`config.mk`:
```
export PLATFORM = sky130hd
export DESIGN_NAME = key_click_autorepeat
export DESIGN_NICKNAME = d
export VERILOG_FILES = /design/src/design/kca_pkg.sv /design/src/design/kca_decode.sv /design/src/design/kca_typematic.sv /design/src/design/key_click_autorepeat.sv
export SDC_FILE = /design/constraint.sdc
export NUM_CORES = 1
export LEC_CHECK = 0
export ABC_AREA = 1
export BUFFER_PORTS_ARGS = -buffer_cell sky130_fd_sc_hd__buf_4
export CAP_MARGIN = 15
export CORE_MARGIN = 1
export CORE_UTILIZATION = 50
export CTS_CLUSTER_SIZE = 8
export DETAILED_ROUTE_END_ITERATION = 8
export PLACE_DENSITY = 0.73
export SLEW_MARGIN = 20
export SYNTH_ARGS = -nofsm -noshare
export SYNTH_HDL_FRONTEND = slang
export SYNTH_SLANG_ARGS = --single-unit
```
`constraint.sdc`:
```
create_clock -name clk -period 4.4 [get_ports clk]
set_input_delay 0.88 -clock clk [delete_from_list [all_inputs] [get_ports clk]]
set_output_delay 0.88 -clock clk [all_outputs]
set_load 0.05 [all_outputs]
```
`src/design/kca_pkg.sv`:
```
`timescale 1ns / 1ps
package kca_pkg;

  localparam int TABLE_SIZE  = 15;
  localparam int GROUPS      = 3;
  localparam int SCAN_W      = 32;
  localparam int KEY_W       = 4;
  localparam int DELAY_W     = 16;
  localparam int CFG_INDEX_W = 4;

  localparam int                 DEF_KEY_COUNT    = 15;
  localparam logic [DELAY_W-1:0] DEF_FIRST_DELAY  = 16'd500;
  localparam logic [DELAY_W-1:0] DEF_REPEAT_DELAY = 16'd175;

  localparam logic [CFG_INDEX_W-1:0] REG_FIRST_DELAY  = 4'd0;
  localparam logic [CFG_INDEX_W-1:0] REG_REPEAT_DELAY = 4'd1;

  localparam logic [1:0] KEY_GROUP [TABLE_SIZE] = '{
    2'd0, 2'd1, 2'd1, 2'd1, 2'd1, 2'd1, 2'd1, 2'd1,
    2'd1, 2'd2, 2'd2, 2'd2, 2'd2, 2'd2, 2'd2
  };

  localparam logic [SCAN_W-1:0] KEY_MASK [TABLE_SIZE] = '{
    32'h8000_0000, 32'h8000_0000, 32'h4000_0000, 32'h3000_0000, 32'h2000_0000,
    32'h1000_0000, 32'h0800_0000, 32'h0080_0000, 32'h0000_0001, 32'h0000_2000,
    32'h0000_1000, 32'h0000_0080, 32'h0000_0040, 32'h0000_0008, 32'h0000_0001
  };

  typedef logic [GROUPS-1:0][SCAN_W-1:0] scan_words_t;

  typedef struct packed {
    logic [SCAN_W-1:0] scan_group0;
    logic [SCAN_W-1:0] scan_group1;
    logic [SCAN_W-1:0] scan_group2;
    logic [SCAN_W-1:0] now_ms;
    logic              clear_repeat;
  } scan_item_t;

  typedef struct packed {
    logic [KEY_W-1:0] pressed_key;
    logic [KEY_W-1:0] clicked_key;
    logic [KEY_W-1:0] auto_key;
    logic             auto_is_repeat;
  } result_item_t;

  typedef struct packed {
    logic [TABLE_SIZE-1:0] down;
    logic [KEY_W-1:0]      pressed;
    logic [KEY_W-1:0]      clicked;
  } kca_keys_t;

  // every mask bit of the entry reads zero in its group word
  function automatic logic entry_down(scan_words_t words, int pos);
    logic [SCAN_W-1:0] w;
    w = words[KEY_GROUP[pos]];
    return (w & KEY_MASK[pos]) == '0;
  endfunction

endpackage

```
`src/design/kca_decode.sv`:
```
`timescale 1ns / 1ps
module kca_decode import kca_pkg::*; #(
  parameter int KEY_COUNT = DEF_KEY_COUNT
) (
  input  logic       clk,
  input  logic       rst,
  input  scan_item_t item,
  input  logic       update,
  output kca_keys_t  keys
);

  scan_words_t           previous_scan;
  scan_words_t           words;
  logic [TABLE_SIZE-1:0] prev_down;

  assign words = {item.scan_group2, item.scan_group1, item.scan_group0};

  always_ff @(posedge clk) begin
    if (rst) begin
      previous_scan <= '1;
    end else if (update) begin
      previous_scan <= words;
    end
  end

  always_comb begin
    keys = '0;
    prev_down = '0;
    for (int i = 0; i < TABLE_SIZE; i++) begin
      keys.down[i] = entry_down(words, i);
      prev_down[i] = entry_down(previous_scan, i);
    end
    // walk from the top so the lowest table position wins
    for (int i = KEY_COUNT - 1; i >= 0; i--) begin
      if (keys.down[i]) begin
        keys.pressed = KEY_W'(i + 1);
      end
      if (keys.down[i] && !prev_down[i]) begin
        keys.clicked = KEY_W'(i + 1);
      end
    end
  end

endmodule

```
`src/design/kca_typematic.sv`:
```
`timescale 1ns / 1ps
module kca_typematic import kca_pkg::*; #(
  parameter int                 KEY_COUNT          = DEF_KEY_COUNT,
  parameter logic [DELAY_W-1:0] FIRST_DELAY_RESET  = DEF_FIRST_DELAY,
  parameter logic [DELAY_W-1:0] REPEAT_DELAY_RESET = DEF_REPEAT_DELAY
) (
  input  logic                   clk,
  input  logic                   rst,
  input  logic                   cfg_valid,
  input  logic [CFG_INDEX_W-1:0] cfg_index,
  input  logic [DELAY_W-1:0]     cfg_data,
  input  scan_item_t             item,
  input  kca_keys_t              keys,
  input  logic                   update,
  output result_item_t           res
);

  logic [DELAY_W-1:0] first_delay_ms;
  logic [DELAY_W-1:0] repeat_delay_ms;
  logic [KEY_W-1:0]   held_key;
  logic [SCAN_W-1:0]  last_event_time;
  logic               repeating;

  logic [KEY_W-1:0]   held_key_next;
  logic [SCAN_W-1:0]  last_event_time_next;
  logic               repeating_next;

  logic [KEY_W-1:0]   held_eff;
  logic               held_down;
  logic [SCAN_W-1:0]  diff;
  logic [DELAY_W-1:0] limit;
  logic               fire;

  always_ff @(posedge clk) begin
    if (rst) begin
      first_delay_ms  <= FIRST_DELAY_RESET;
      repeat_delay_ms <= REPEAT_DELAY_RESET;
    end else if (cfg_valid) begin
      case (cfg_index)
        REG_FIRST_DELAY:  first_delay_ms  <= cfg_data;
        REG_REPEAT_DELAY: repeat_delay_ms <= cfg_data;
        default: ;
      endcase
    end
  end

  always_comb begin
    held_eff = item.clear_repeat ? '0 : held_key;
    held_down = 1'b0;
    for (int i = 0; i < KEY_COUNT; i++) begin
      if (held_eff == KEY_W'(i + 1) && keys.down[i]) begin
        held_down = 1'b1;
      end
    end
    diff  = item.now_ms - last_event_time;
    limit = repeating ? repeat_delay_ms : first_delay_ms;
    // signed wrap: a negative difference never fires
    fire  = !diff[SCAN_W-1] && (diff > {{(SCAN_W-DELAY_W){1'b0}}, limit});

    held_key_next        = held_eff;
    last_event_time_next = last_event_time;
    repeating_next       = repeating;
    res                  = '0;
    res.pressed_key      = keys.pressed;
    res.clicked_key      = keys.clicked;

    if (keys.clicked != '0) begin
      held_key_next        = keys.clicked;
      repeating_next       = 1'b0;
      last_event_time_next = item.now_ms;
      res.auto_key         = keys.clicked;
    end else if (held_down) begin
      if (fire) begin
        repeating_next       = 1'b1;
        last_event_time_next = item.now_ms;
        res.auto_key         = held_eff;
        res.auto_is_repeat   = 1'b1;
      end
    end else begin
      held_key_next = '0;
    end
  end

  always_ff @(posedge clk) begin
    if (rst) begin
      held_key        <= '0;
      last_event_time <= '0;
      repeating       <= 1'b0;
    end else if (update) begin
      held_key        <= held_key_next;
      last_event_time <= last_event_time_next;
      repeating       <= repeating_next;
    end
  end

endmodule

```
`src/design/key_click_autorepeat.sv`:
```
`timescale 1ns / 1ps
// Keyboard scan decoder with click detection and typematic autorepeat.
// scan channel: one item per keyboard scan (three active-low group words,
//   millisecond time, clear_repeat). Taken when scan_valid is high and
//   scan_stall is low.
// result channel: one item per scan (pressed, clicked, auto key and repeat
//   flag). Taken when result_valid is high and result_stall is low.
// cfg channel: cfg_index 0 writes first_delay_ms, 1 writes repeat_delay_ms,
//   others are ignored; cfg_ready is always high. Write only while idle.
// A taken item waits in the input register and moves to the result register
//   once the result side is free, so a stalled result holds it there.
//   Throughput is one item per cycle unless the result stalls, set by the
//   single pass of table match plus the 32-bit elapsed-time compare.
// Reset clears both pipeline registers, marks all keys released, drops the
//   held key and restores the delays to 500 and 175 ms.
// A stalled result holds; the input register still fills, and scan_stall
//   rises only while both registers are occupied and the result is stalled.
module key_click_autorepeat import kca_pkg::*; #(
  parameter int                 KEY_COUNT          = DEF_KEY_COUNT,
  parameter logic [DELAY_W-1:0] FIRST_DELAY_RESET  = DEF_FIRST_DELAY,
  parameter logic [DELAY_W-1:0] REPEAT_DELAY_RESET = DEF_REPEAT_DELAY
) (
  input  logic                   clk,
  input  logic                   rst,
  input  logic                   scan_valid,
  output logic                   scan_stall,
  input  scan_item_t             scan,
  output logic                   result_valid,
  input  logic                   result_stall,
  output result_item_t           result,
  input  logic                   cfg_valid,
  output logic                   cfg_ready,
  input  logic [CFG_INDEX_W-1:0] cfg_index,
  input  logic [DELAY_W-1:0]     cfg_data
);

  scan_item_t   item;
  logic         item_valid;
  logic         advance;
  logic         accept;
  kca_keys_t    keys;
  result_item_t res;

  assign cfg_ready  = 1'b1;
  assign advance    = item_valid && (!result_valid || !result_stall);
  assign scan_stall = item_valid && !advance;
  assign accept     = scan_valid && !scan_stall;

  always_ff @(posedge clk) begin
    if (rst) begin
      item_valid <= 1'b0;
    end else if (accept) begin
      item_valid <= 1'b1;
    end else if (advance) begin
      item_valid <= 1'b0;
    end
  end

  always_ff @(posedge clk) begin
    if (accept) begin
      item <= scan;
    end
  end

  always_ff @(posedge clk) begin
    if (rst) begin
      result_valid <= 1'b0;
    end else if (advance) begin
      result_valid <= 1'b1;
    end else if (!result_stall) begin
      result_valid <= 1'b0;
    end
  end

  always_ff @(posedge clk) begin
    if (advance) begin
      result <= res;
    end
  end

  kca_decode #(
    .KEY_COUNT(KEY_COUNT)
  ) u_decode (
    .clk   (clk),
    .rst   (rst),
    .item  (item),
    .update(advance),
    .keys  (keys)
  );

  kca_typematic #(
    .KEY_COUNT         (KEY_COUNT),
    .FIRST_DELAY_RESET (FIRST_DELAY_RESET),
    .REPEAT_DELAY_RESET(REPEAT_DELAY_RESET)
  ) u_typematic (
    .clk      (clk),
    .rst      (rst),
    .cfg_valid(cfg_valid && cfg_ready),
    .cfg_index(cfg_index),
    .cfg_data (cfg_data),
    .item     (item),
    .keys     (keys),
    .update   (advance),
    .res      (res)
  );

endmodule

```
==> run_summary.xml <==
<?xml version="1.0" encoding="UTF-8"?>
<metrics>
  <group name="status">
    <metric name="run_status" unit="">finished, final reports clean</metric>
  </group>
  <group name="power_and_ir_drop">
    <metric name="power_switching_share" unit="%">31.5</metric>
    <metric name="clock_power_share" unit="%">38.6</metric>
    <metric name="p_comb_share" unit="%">20.9</metric>
    <metric name="vdd_drop_max" unit="mV">0.291</metric>
    <metric name="total_leakage_power" unit="nW">5.00</metric>
    <metric name="p_int" unit="mW">2.56</metric>
    <metric name="power-per-cell-area" unit="nW/um2">364</metric>
    <metric name="seq_power_share" unit="%">40.5</metric>
    <metric name="net-switching-power" unit="mW">1.18</metric>
    <metric name="total_power_draw" unit="mW">3.75</metric>
  </group>
  <group name="setup_path">
    <metric name="end_point_of_the_critical_path" unit="">u_typematic.last_event_time[14]</metric>
    <metric name="rr_endpoint" unit="">u_typematic.last_event_time[14]</metric>
    <metric name="reg2reg_depth" unit="">26</metric>
    <metric name="critPathKind" unit="">reg2reg</metric>
    <metric name="endpoint_kind" unit="">register</metric>
    <metric name="timing.critical_path.from_type" unit="">register</metric>
    <metric name="crit_path_start" unit="">item[1]</metric>
    <metric name="rr_startpoint" unit="">item[1]</metric>
    <metric name="cp_data_required_time" unit="ps">4770</metric>
    <metric name="critPathMaxFanout" unit="">33</metric>
    <metric name="ff2ff_setup_slack" unit="ps">490</metric>
    <metric name="critical_path_arrival" unit="ps">4280</metric>
  </group>
  <group name="clocking">
    <metric name="tritoncts" unit="">built</metric>
    <metric name="numCtsBuffers" unit="">17</metric>
    <metric name="h-tree-depth" unit="">4</metric>
    <metric name="cts_post_setup_buffers_inserted" unit="">0</metric>
    <metric name="clk_transition_reported_paths" unit="ps">70</metric>
    <metric name="cts_repair_resize_count" unit="">0</metric>
    <metric name="clock_latency_on_the_worst_skew_pair" unit="ps">440</metric>
    <metric name="post_cts_hold_buffer_count" unit="">0</metric>
    <metric name="sinks_on_clock_net" unit="">145</metric>
    <metric name="clockBufferDepth" unit="">2</metric>
    <metric name="cts.root.buffer_cell" unit="">sky130_fd_sc_hd__clkbuf_16</metric>
  </group>
  <group name="grt">
    <metric name="antenna_found_initial" unit="">0</metric>
    <metric name="grt_pass1_wl" unit="um">32900</metric>
    <metric name="grt_overflow" unit="">0</metric>
    <metric name="grt_start_max_net_pins" unit="">62</metric>
    <metric name="grt_use_total" unit="%">22.9</metric>
    <metric name="first_global_vias" unit="">7098</metric>
  </group>
  <group name="logic_synthesis">
    <metric name="nets_in_the_synthesized_netlist" unit="">1442</metric>
    <metric name="avgSynthCellArea" unit="um2">7.16</metric>
    <metric name="synth.cell_area" unit="um2">8880</metric>
    <metric name="synth_cells" unit="">1240</metric>
    <metric name="ys_types" unit="">48</metric>
    <metric name="postSynth.asyncResetShare" unit="%">0</metric>
    <metric name="synth_top_cells_by_area" unit="">sky130_fd_sc_hd__edfxtp_1 20%, sky130_fd_sc_hd__dfxtp_1 19%, sky130_fd_sc_hd__nand2_1 16%</metric>
    <metric name="synthFlopType" unit="">sky130_fd_sc_hd__dfxtp_1</metric>
    <metric name="synth.yosys.warnings" unit="">0</metric>
    <metric name="post-synth-top-area-cell" unit="">sky130_fd_sc_hd__edfxtp_1</metric>
    <metric name="synth-edff-count" unit="">60</metric>
    <metric name="register_bit_count_reported_by_yosys" unit="">145</metric>
    <metric name="seq_area_frac_synth" unit="%">39.5</metric>
    <metric name="netlist.area_leader.share" unit="%">20.3</metric>
  </group>
  <group name="finish">
    <metric name="final_common_cell" unit="">sky130_fd_sc_hd__nand2_1</metric>
    <metric name="antenna_cells_inserted" unit="">0</metric>
    <metric name="fin_nets" unit="">1523</metric>
    <metric name="layout.core_utilization" unit="%">59.4</metric>
    <metric name="most_frequent_cells_in_the_layout" unit="">379 x sky130_fd_sc_hd__nand2_1, 220 x sky130_fd_sc_hd__inv_1, 92 x sky130_fd_sc_hd__buf_4, 89 x sky130_fd_sc_hd__nand3_1, 85 x sky130_fd_sc_hd__dfxtp_1</metric>
    <metric name="area_delta_synth_final" unit="%">15.8</metric>
    <metric name="post_route_cells_drive_above_1_share" unit="%">14.8</metric>
  </group>
  <group name="timing">
    <metric name="maxSlewViolCount" unit="">0</metric>
    <metric name="period_needed" unit="ps">3910</metric>
    <metric name="finalSetupTns" unit="ps">0</metric>
    <metric name="finalCritPeriodShare" unit="%">88.8</metric>
    <metric name="skew" unit="ps">13.9</metric>
    <metric name="final-hold-violation-count" unit="">0</metric>
    <metric name="fmaxAchievable" unit="MHz">256</metric>
    <metric name="timing.hold.ws" unit="ps">452</metric>
    <metric name="max_slew_headroom" unit="%">29.1</metric>
    <metric name="rsz_0062_raised_after_global_routing" unit="">no</metric>
    <metric name="timing.final.setup_violations" unit="">0</metric>
    <metric name="tightest_slew" unit="ps">1060</metric>
  </group>
  <group name="die">
    <metric name="core_area" unit="um2">17300</metric>
    <metric name="floorplan.io_pins" unit="">170</metric>
    <metric name="initial_standard_cell_utilization_of_the_core" unit="%">51.3</metric>
    <metric name="std_cell_rows" unit="">48</metric>
    <metric name="die_w" unit="um">135</metric>
    <metric name="die_y" unit="um">135</metric>
    <metric name="dieArea" unit="um2">18300</metric>
  </group>
  <group name="routing">
    <metric name="post-route-drc-count" unit="">0</metric>
    <metric name="route.antenna.remaining_nets" unit="">0</metric>
    <metric name="drt-vias-per-instance" unit="">4.99</metric>
    <metric name="dr_total_vias" unit="">7782</metric>
    <metric name="wirelength" unit="um">19800</metric>
    <metric name="drt-wirelength-per-cell" unit="um">12.7</metric>
    <metric name="first_iter_violations" unit="">551</metric>
    <metric name="detailed_routing_iterations_pass_1" unit="">6</metric>
  </group>
  <group name="placed_design">
    <metric name="detailed_place_hpwl" unit="um">14700</metric>
    <metric name="port-buffer-count" unit="">86</metric>
    <metric name="place.gp.congestion" unit="">0.931</metric>
  </group>
  <group name="min_path">
    <metric name="hp-class" unit="">reg2reg</metric>
  </group>
  <group name="job">
    <metric name="cap_viol_max_count" unit="">0</metric>
  </group>
</metrics>
## metrics by stage
stage / cell area (um2) / std cells / setup WS [ps]
after floorplan: 8880 / 1240 / 1190
after global placement: 9680 / 1527 / 531
after detailed placement: 9680 / 1527 / 504
after CTS: 10300 / 1559 / 454
after global routing: 10300 / 1559 / 117
final: 10300 / 1559 / 492
## metal layers
| metal | wire length [um] | global-route usage (%) | vias up |
|---|---|---|---|
| met4 | 254 | 6.37 | 0 |
| met2 | 9410 | 38.5 | 193 |
| met3 | 960 | 4.83 | 24 |
| met5 | 0 | 0 | - |
| li1 | - | - | 4092 |
| met1 | 9180 | 29.5 | 3473 |
## worst min-delay path by stage
stage	from	end	cells after the start
CTS	u_typematic.first_delay_ms[8]	u_typematic.first_delay_ms[8]	2
global route	u_typematic.first_delay_ms[5]	u_typematic.first_delay_ms[5]	2
finish	u_typematic.first_delay_ms[8]	u_typematic.first_delay_ms[8]	2
detailed placement	u_typematic.first_delay_ms[8]	u_typematic.first_delay_ms[8]	2
global placement	u_typematic.first_delay_ms[4]	u_typematic.first_delay_ms[4]	2
floorplan	u_typematic.first_delay_ms[4]	u_typematic.first_delay_ms[4]	2
## registers in the layout, summed over array words and instances (netlist names)
register and flops:
item_valid 1, u_typematic.last_event_time 32, result_valid 1, u_typematic.first_delay_ms 16, item 47, u_typematic.repeating 1
result 13, u_typematic.held_key 4, u_decode.previous_scan 14, u_typematic.repeat_delay_ms 16
## power by group through the flow
stage | Sequential, mW | Combinational [mW] | Clock (mW)
detailed placement | 1.54 | 0.781 | 0
global placement | 1.54 | 0.764 | 0
global route | 1.52 | 0.889 | 1.53
CTS | 1.52 | 0.787 | 1.47
floorplan | 1.56 | 0.558 | 0
finish | 1.52 | 0.785 | 1.45
## kinds of logic (layout without fill, tap and decap cells)
family | after synthesis | in the layout | synth area share (%)
AO/OA/AOI/OAI | 151 | 151 | 10.4
XOR/XNOR | 16 | 16 | 1.58
adder cells (fa/ha/maj) | 48 | 48 | 6.85
buffers and inverters | 257 | 351 | 11.5
flip-flops | 145 | 145 | 39.5
multiplexers | 3 | 3 | 0.338
other | 1 | 1 | 0.0422
AND/OR/NAND/NOR | 619 | 619 | 29.8
## layout make-up
cell class,instances,area [um2]
clock buffers,17,425
clock inverters,15,168
fillers,1678,7020
inverters,227,852
multi-input cells,838,4360
flip-flops and latches,145,3500
well taps,225,282
repair buffers,92,691
## Yosys cell counts (all sizes together), types with 2 or more instances
cell type	n
dfxtp	85
a21oi	77
nand3	91
xor2	13
edfxtp	60
nor2	90
o21ai	44
o21bai	2
xnor2	3
mux2i	3
a21o	2
clkbuf	21
a31oi	4
nand2	408
nor3	9
o211ai	15
nand4	9
inv	226
ha	47
and2	8
o2111ai	2
buf	9
## worst max-delay path: stages, from the launching register on
cell and delay, ps:
sky130_fd_sc_hd__edfxtp_1 350, sky130_fd_sc_hd__inv_1 50, sky130_fd_sc_hd__ha_1 220, sky130_fd_sc_hd__fa_1 420, sky130_fd_sc_hd__inv_1 130, sky130_fd_sc_hd__nand2_1 70
sky130_fd_sc_hd__nand3_1 170, sky130_fd_sc_hd__nand2_1 80, sky130_fd_sc_hd__nand2_1 130, sky130_fd_sc_hd__xor2_1 230, sky130_fd_sc_hd__ha_1 170, sky130_fd_sc_hd__nand2_1 70
sky130_fd_sc_hd__nor2_1 140, sky130_fd_sc_hd__nand3_1 110, sky130_fd_sc_hd__nor2_1 130, sky130_fd_sc_hd__nand4_1 90, sky130_fd_sc_hd__nand2_1 130, sky130_fd_sc_hd__nand2_1 70
sky130_fd_sc_hd__nor2_1 90, sky130_fd_sc_hd__nand3_1 110, sky130_fd_sc_hd__nor2_1 130, sky130_fd_sc_hd__nand2_1 90, sky130_fd_sc_hd__nand2_2 100, sky130_fd_sc_hd__nand2_4 80
sky130_fd_sc_hd__nand2_8 230, sky130_fd_sc_hd__nand2_1 110, sky130_fd_sc_hd__a21oi_2 120
(Power assumes the default switching activity.)
